File: src/design/crcxm_pkg.sv
package crcxm_pkg;

    // Field widths fixed by the interface
    localparam int SIZE_WIDTH = 24;
    localparam int DATA_WIDTH = 8;
    localparam int CRC_WIDTH  = 16;
    localparam int APB_DATA_W = 32;
    localparam int APB_ADDR_W = 3;

    // Defaults for the top-level parameters
    localparam int BLOCK_BYTES_DEF = 128;
    localparam int COUNT_WIDTH_DEF = 24;

    // Padding bytes
    localparam logic [DATA_WIDTH-1:0] CTRL_Z_BYTE = 8'h1A;
    localparam logic [DATA_WIDTH-1:0] ERASED_BYTE = 8'hFF;

    // Configuration register map (word index)
    localparam logic REG_IMAGE_SIZE = 1'b0;
    localparam logic [SIZE_WIDTH-1:0] IMAGE_SIZE_RESET = 24'd49152;

    typedef struct packed {
        logic [DATA_WIDTH-1:0] data_byte;
        logic                  byte_valid;
        logic                  is_last;
    } in_item_t;

    typedef struct packed {
        logic [CRC_WIDTH-1:0] crc_value;
        logic                 overflow;
    } out_item_t;

    // One byte of CRC-16/XMODEM (poly 0x1021), shift-and-xor form
    function automatic logic [CRC_WIDTH-1:0] crc_byte(
        input logic [CRC_WIDTH-1:0]  crc,
        input logic [DATA_WIDTH-1:0] b
    );
        logic [CRC_WIDTH-1:0] c;
        c = {crc[7:0], crc[15:8]};
        c[7:0] = c[7:0] ^ b;
        c = c ^ {12'b0, c[7:4]};
        c = c ^ {c[3:0], 12'b0};
        c = c ^ {3'b0, c[7:0], 5'b0};
        return c;
    endfunction

endpackage

File: src/design/crc16_xmodem_padded_image_core.sv
// Data items: one per cycle, no result; the CRC unit folds the byte in at acceptance.
// Last item: the result shows once R padding bytes are folded in, R = padding count
// (image_size - data bytes, or 0 on overflow); before that come a compare, a reciprocal
// multiply and a remainder step, then the single CRC byte unit takes one padding byte per cycle.
// Input is stalled from the last item until its result is loaded into the output register,
// so the next item waits for the padding run and the result load, longer if out_stall holds.
// Reset clears the running CRC, byte count and flags, and sets image_size to 49152.
module crc16_xmodem_padded_image_core #(
    parameter int BLOCK_BYTES = crcxm_pkg::BLOCK_BYTES_DEF,
    parameter int COUNT_WIDTH = crcxm_pkg::COUNT_WIDTH_DEF
) (
    input  logic                                 clk,
    input  logic                                 rst_n,
    input  logic                                 in_valid,
    output logic                                 in_stall,
    input  crcxm_pkg::in_item_t                  in_item,
    output logic                                 out_valid,
    input  logic                                 out_stall,
    output crcxm_pkg::out_item_t                 out_item,
    input  logic                                 psel,
    input  logic                                 penable,
    input  logic                                 pwrite,
    input  logic [crcxm_pkg::APB_ADDR_W-1:0]     paddr,
    input  logic [crcxm_pkg::APB_DATA_W-1:0]     pwdata,
    output logic [crcxm_pkg::APB_DATA_W-1:0]     prdata,
    output logic                                 pready
);
    import crcxm_pkg::*;

    localparam int CMP_W   = (COUNT_WIDTH > SIZE_WIDTH) ? COUNT_WIDTH : SIZE_WIDTH;
    localparam int REM_W   = $clog2(BLOCK_BYTES + 1);
    localparam int BLK_LOG = $clog2(BLOCK_BYTES);
    localparam int SHIFT_W = SIZE_WIDTH + BLK_LOG;
    localparam int PROD_W  = SHIFT_W + SIZE_WIDTH + 1;

    // Rounded-up reciprocal of the block size, exact for any SIZE_WIDTH-bit dividend
    localparam logic [63:0] MAGIC_FULL =
        ((64'd1 << SHIFT_W) + 64'(BLOCK_BYTES) - 64'd1) / 64'(BLOCK_BYTES);
    localparam logic [SIZE_WIDTH:0] MAGIC = MAGIC_FULL[SIZE_WIDTH:0];

    localparam logic [2:0] ST_IDLE = 3'd0;
    localparam logic [2:0] ST_CALC = 3'd1;
    localparam logic [2:0] ST_MUL  = 3'd2;
    localparam logic [2:0] ST_MOD  = 3'd3;
    localparam logic [2:0] ST_PAD  = 3'd4;
    localparam logic [2:0] ST_DONE = 3'd5;

    logic [2:0]             state_reg, state_next;
    logic [CRC_WIDTH-1:0]   crc_reg, crc_next;
    logic [COUNT_WIDTH-1:0] count_reg, count_next;
    logic                   ovf_seen_reg, ovf_seen_next;
    logic                   ovf_reg, ovf_next;
    logic [SIZE_WIDTH-1:0]  pad_cnt_reg, pad_cnt_next;
    logic [SIZE_WIDTH-1:0]  div_reg, div_next;
    logic [SIZE_WIDTH-1:0]  quot_reg, quot_next;
    logic [REM_W-1:0]       cz_reg, cz_next;
    logic                   res_valid_reg, res_valid_next;
    out_item_t              res_reg, res_next;
    logic [SIZE_WIDTH-1:0]  image_size_reg;

    logic                   in_accept;
    logic                   out_take;
    logic                   cfg_write;
    logic [DATA_WIDTH-1:0]  unit_byte;
    logic [CRC_WIDTH-1:0]   unit_crc;
    logic [CMP_W-1:0]       count_ext;
    logic [CMP_W-1:0]       size_ext;
    logic [CMP_W-1:0]       diff;
    logic                   calc_ovf;
    logic [PROD_W-1:0]      recip_prod;
    logic [SIZE_WIDTH-1:0]  back_prod;
    logic [SIZE_WIDTH-1:0]  mod_full;

    assign in_accept = in_valid && !in_stall;
    assign out_take  = res_valid_reg && !out_stall;
    assign in_stall  = (state_reg != ST_IDLE);
    assign out_valid = res_valid_reg;
    assign out_item  = res_reg;

    // Configuration port
    assign pready    = 1'b1;
    assign cfg_write = psel && penable && pwrite && (paddr[2] == REG_IMAGE_SIZE);
    assign prdata    = (paddr[2] == REG_IMAGE_SIZE)
                     ? {{(APB_DATA_W-SIZE_WIDTH){1'b0}}, image_size_reg}
                     : '0;

    // Shared CRC byte unit: file data when idle, padding bytes otherwise
    assign unit_byte = (state_reg == ST_IDLE) ? in_item.data_byte
                     : ((cz_reg != '0) ? CTRL_Z_BYTE : ERASED_BYTE);
    assign unit_crc  = crc_byte(crc_reg, unit_byte);

    // Remaining-byte compare and subtract
    assign count_ext = CMP_W'(count_reg);
    assign size_ext  = CMP_W'(image_size_reg);
    assign diff      = size_ext - count_ext;
    assign calc_ovf  = ovf_seen_reg || (count_ext > size_ext);

    // Quotient by reciprocal multiply, remainder by multiply back and subtract
    assign recip_prod = PROD_W'(div_reg) * PROD_W'(MAGIC);
    assign back_prod  = quot_reg * SIZE_WIDTH'(BLOCK_BYTES);
    assign mod_full   = div_reg - back_prod;

    // Sequencer
    always_comb
    begin
        state_next     = state_reg;
        crc_next       = crc_reg;
        count_next     = count_reg;
        ovf_seen_next  = ovf_seen_reg;
        ovf_next       = ovf_reg;
        pad_cnt_next   = pad_cnt_reg;
        div_next       = div_reg;
        quot_next      = quot_reg;
        cz_next        = cz_reg;
        res_valid_next = res_valid_reg && !out_take;
        res_next       = res_reg;

        case (state_reg)
            ST_IDLE:
            begin
                // Fold in data, count it, saturate the counter
                if (in_accept)
                begin
                    if (in_item.byte_valid)
                    begin
                        crc_next = unit_crc;
                        if (count_reg == {COUNT_WIDTH{1'b1}})
                            ovf_seen_next = 1'b1;
                        else
                            count_next = count_reg + 1'b1;
                    end
                    if (in_item.is_last)
                        state_next = ST_CALC;
                end
            end
            ST_CALC:
            begin
                // Work out the padding length
                ovf_next     = calc_ovf;
                pad_cnt_next = calc_ovf ? '0 : diff[SIZE_WIDTH-1:0];
                div_next     = calc_ovf ? '0 : diff[SIZE_WIDTH-1:0];
                state_next   = ST_MUL;
            end
            ST_MUL:
            begin
                // Hold the number of whole blocks
                quot_next  = recip_prod[SHIFT_W +: SIZE_WIDTH];
                state_next = ST_MOD;
            end
            ST_MOD:
            begin
                // Ctrl-Z run is what is left over the whole blocks
                cz_next    = mod_full[REM_W-1:0];
                state_next = ST_PAD;
            end
            ST_PAD:
            begin
                // Feed Ctrl-Z bytes first, then erased bytes
                if (pad_cnt_reg != '0)
                begin
                    crc_next     = unit_crc;
                    pad_cnt_next = pad_cnt_reg - 1'b1;
                    if (cz_reg != '0)
                        cz_next = cz_reg - 1'b1;
                end
                else
                begin
                    state_next = ST_DONE;
                end
            end
            ST_DONE:
            begin
                // Load the result once the output register is free, then clear
                if (!res_valid_reg || out_take)
                begin
                    res_valid_next     = 1'b1;
                    res_next.crc_value = crc_reg;
                    res_next.overflow  = ovf_reg;
                    crc_next           = '0;
                    count_next         = '0;
                    ovf_seen_next      = 1'b0;
                    state_next         = ST_IDLE;
                end
            end
            default:
            begin
                state_next = ST_IDLE;
            end
        endcase
    end

    // Control state
    always_ff @(posedge clk or negedge rst_n)
    begin
        if (!rst_n)
        begin
            state_reg      <= ST_IDLE;
            crc_reg        <= '0;
            count_reg      <= '0;
            ovf_seen_reg   <= 1'b0;
            ovf_reg        <= 1'b0;
            pad_cnt_reg    <= '0;
            cz_reg         <= '0;
            res_valid_reg  <= 1'b0;
            image_size_reg <= IMAGE_SIZE_RESET;
        end
        else
        begin
            state_reg     <= state_next;
            crc_reg       <= crc_next;
            count_reg     <= count_next;
            ovf_seen_reg  <= ovf_seen_next;
            ovf_reg       <= ovf_next;
            pad_cnt_reg   <= pad_cnt_next;
            cz_reg        <= cz_next;
            res_valid_reg <= res_valid_next;
            if (cfg_write)
                image_size_reg <= pwdata[SIZE_WIDTH-1:0];
        end
    end

    // Payload registers
    always_ff @(posedge clk)
    begin
        div_reg  <= div_next;
        quot_reg <= quot_next;
        res_reg  <= res_next;
    end

    // Padding count only moves down
    a_pad_down: assert property (@(posedge clk) disable iff (!rst_n)
        (state_reg == ST_PAD) |=> (pad_cnt_reg <= $past(pad_cnt_reg)))
        else $error("padding count increased");

    // Ctrl-Z run never outlasts the padding
    a_cz_fits: assert property (@(posedge clk) disable iff (!rst_n)
        (state_reg == ST_PAD) |-> (cz_reg <= REM_W'(pad_cnt_reg) || pad_cnt_reg > cz_reg))
        else $error("Ctrl-Z count exceeds padding count");

    // Ctrl-Z run stays below the block size
    a_rem_range: assert property (@(posedge clk) disable iff (!rst_n)
        (state_reg == ST_PAD) |-> ((REM_W+1)'(cz_reg) < (REM_W+1)'(BLOCK_BYTES)))
        else $error("remainder out of range");

    // Overflowed images get no padding
    a_ovf_nopad: assert property (@(posedge clk) disable iff (!rst_n)
        (state_reg == ST_PAD && ovf_reg) |-> (pad_cnt_reg == '0))
        else $error("padding on overflowed image");

    // A new result only comes from the done step
    a_res_src: assert property (@(posedge clk) disable iff (!rst_n)
        $rose(res_valid_reg) |-> ($past(state_reg) == ST_DONE))
        else $error("result loaded outside done step");

endmodule

File: config.mk
export PLATFORM = sky130hd
export DESIGN_NAME = crc16_xmodem_padded_image_core
export DESIGN_NICKNAME = d
export VERILOG_FILES = /design/src/design/crcxm_pkg.sv /design/src/design/crc16_xmodem_padded_image_core.sv
export SDC_FILE = /design/constraint.sdc
export NUM_CORES = 1
export LEC_CHECK = 0
export ABC_AREA = 1
export BUFFER_PORTS_ARGS = -buffer_cell sky130_fd_sc_hd__buf_2
export CORE_MARGIN = 5
export CORE_UTILIZATION = 34
export CTS_CLUSTER_SIZE = 10
export DETAILED_ROUTE_END_ITERATION = 8
export GPL_TIMING_DRIVEN = 0
export PLACE_DENSITY = 0.51
export SLEW_MARGIN = 5
export SYNTH_ARGS = -nofsm -noshare
export SYNTH_HDL_FRONTEND = slang
export SYNTH_SLANG_ARGS = --single-unit
File: constraint.sdc
create_clock -name clk -period 2.6 [get_ports clk]
set_input_delay 0.52 -clock clk [delete_from_list [all_inputs] [get_ports clk]]
set_output_delay 0.52 -clock clk [all_outputs]
set_load 0.005 [all_outputs]
==> flow_summary.toml <==
[run_status]
outcome = "finished, violations left"
failed_checks = "hold timing"

[floorplan]
coreArea_sq_um = 26000
rows = 59
i_o_pin_total = 104
initial_standard_cell_utilization_of_the_core = 0.345
die_w_microns = 172
fp.dieArea_sq_um = 29700
die_height_microns = 172

[drt]
wl_microns = 25500
detailedRoute.firstIterationViolations = 544
ant_nets = 0
dr_total_vias = 8257
detail_route.vias_per_cell = 4.65
detailedRoute.firstPassIterationCount = 5
remaining_routing_drc_violations = 0
wire_per_inst_microns = 14.4

[synthesis]
postSynthAreaPerCell_sq_um = 6.81
post_synth_inst_count = 1316
dominant_cells_by_area_after_synthesis = "sky130_fd_sc_hd__dfrtp_1 28%, sky130_fd_sc_hd__nand2_1 14%, sky130_fd_sc_hd__edfxtp_1 8.7%, sky130_fd_sc_hd__nor2_1 8.3%, sky130_fd_sc_hd__inv_1 8.2%"
synth-seq-area-share = 0.372
synth_flop_cell = "sky130_fd_sc_hd__dfrtp_1"
synthesis.area_sq_um = 8960
synthesis_warning_total = 0
synthArstFlopShare = 0.797
synth.ff_latch_count = 128
number_of_synthesized_flops_with_an_enable_pin = 26
post-synth-top-area-cell = "sky130_fd_sc_hd__dfrtp_1"
synth_cell_type_count = 44
synth_top_area_share = 0.279

[timing]
slew_headroom = 0.491
max_slew_violation_count = 0
fin_worst_skew_ns = 0.0118
fmax_mhz = 415
final.period_utilization = 0.928
final.min_clock_period_ns = 2.41
hold_violations = 4
setup_viol = 0
tightestPinTransition_ns = 0.759
grt_setup_unrepaired = "no"
worst_hold_slack_ns = -0.00758

[critical_path]
reg2reg_setup_slack_ns = 0.19
path_max_fanout = 10
termination_of_the_worst_setup_path = "pad_cnt_reg[10]"
critPathCaptureType = "flip-flop"
r2r.worst_path.cells = 13
worst_ep_required_time_ns = 2.95
critPathArrivalTime_ns = 2.76
setup.worst_path.start_class = "flip-flop"
worst_path_class_setup = "reg -> reg"
startpoint = "count_ext[9]"
regToRegEndpoint = "pad_cnt_reg[10]"
timing.rr.start = "count_ext[9]"

[grt]
grt_start_max_net_pins = 65
grt_first_pass_wirelength_microns = 41400
first_global_vias = 7986
grt_remaining_overflow = 0
antenna_found_initial = 0
grt.total_usage = 0.177

[clocking]
htree_levels = 4
tritoncts_clock_tree = "done"
post-cts-setup-buffers = 0
post_cts_resized = 1
clk_latency_ns = 0.43
clk_pin_slew_ns = 0.07
cts-root-to-sink-buffers = 2
cts-buffers-inserted = 17
clock-root-buffer = "sky130_fd_sc_hd__clkbuf_16"
tritoncts_num_sinks = 128
ctsHoldBuffers = 0

[cells_and_area]
diodes = 0
layout_common_cells = "340 x sky130_fd_sc_hd__nand2_1, 195 x sky130_fd_sc_hd__nor2_1, 194 x sky130_fd_sc_hd__inv_1, 98 x sky130_fd_sc_hd__dfrtp_1, 92 x sky130_fd_sc_hd__buf_2"
final_common_cell = "sky130_fd_sc_hd__nand2_1"
share_of_post_route_cells_with_drive_strength_above_1 = 0.142
areaGrowthSynthToFinish_pct = 17.3
layoutNonFillerInstCount = 1775
final_area_sq_um = 10500
fin_nets = 1509

[hold_path]
hold_class = "in -> async"

[pwr]
ir_drop_mv = 0.514
power.density_cell_area_nw_per_um2 = 1180
p_leak_nw = 5.26

[placement]
hpwl_microns = 20100
dpl-instance-area_sq_um = 9870
numPortBuffers = 83
gp_congestion = 0.905
placedCellCount = 1743

[flow_run]
drv.max_cap_violation_count = 0
-- layout make-up --
cell class	count	area, sq um
timing repair buffer	85	464
clock buffer	17	425
tap	335	419
clock inverter	15	183
buffer	41	255
fill	2868	15500
inverter	204	766
sequential	128	3340
multi-input combinational	950	4660
-- logic make-up after synthesis --
group | share of synthesized area
flops | 0.372
simple gates | 0.336
compound gates | 0.0938
xor+xnor | 0.0401
buf+inv | 0.114
other cells | 0.000838
fa+ha+maj | 0.0427
-- metrics by stage --
stage	utilization	setup TNS (ns)	power [mW]	setup slack, ns
floorplan	-	0	8.00	0.492
global placement	0.378	-35.26	9.75	-0.336
detailed placement	0.380	-0.0405	9.80	-0.0220
CTS	0.404	0	12.4	0.0495
global route	0.404	0	13.5	0.00303
finish	0.404	0	12.4	0.188
-- worst min-delay path by stage --
stage,start,end,slack (ns),cells after the start
2_1_floorplan,rst_n,count_ext[0],0.22,0
3_3_place_gp,crc_reg[0],out_item[1],0.47,0
3_5_place_dp,rst_n,crc_reg[9],0.46,1
4_1_cts,rst_n,crc_reg[9],0.003,1
5_1_grt,rst_n,crc_reg[9],0.006,1
6_report,rst_n,crc_reg[9],-0.008,1
-- layer usage --
metal  GRT usage  wire length [microns]
met3      0.0231                    867
met1       0.249                  12500
met4      0.0496                    385
met2       0.288                  11800
met5           0                      0
-- where the power goes --
part	internal (mW)	switching (mW)
Combinational	2.22	4.19
Clock	1.46	1.09
Sequential	2.84	0.558
Total	6.52	5.83
-- critical path: stages, from the launching register on --
cell	delay, ns
sky130_fd_sc_hd__dfrtp_1	0.40
sky130_fd_sc_hd__inv_1	0.13
sky130_fd_sc_hd__ha_1	0.40
sky130_fd_sc_hd__nand2_1	0.14
sky130_fd_sc_hd__nor2_2	0.19
sky130_fd_sc_hd__nand2_1	0.10
sky130_fd_sc_hd__nor2_1	0.10
sky130_fd_sc_hd__nand2_1	0.06
sky130_fd_sc_hd__nand3_1	0.15
sky130_fd_sc_hd__nand2_2	0.09
sky130_fd_sc_hd__buf_6	0.15
sky130_fd_sc_hd__nor2_1	0.22
sky130_fd_sc_hd__nor2_1	0.07
sky130_fd_sc_hd__o21ai_1	0.11
-- synth_stat cells, drive strengths merged (3+ instances only) --
master / n
o22ai: 3
nand3: 83
dfrtp: 100
o21ai: 79
o211ai: 3
buf: 29
xor2: 27
a21oi: 65
inv: 204
nor3: 19
ha: 29
nand4: 20
nor2: 208
xnor2: 14
o21bai: 3
nor4: 3
nand2: 356
or2: 13
clkbuf: 12
nand3b: 8
edfxtp: 26
(Power assumes the default switching activity.)
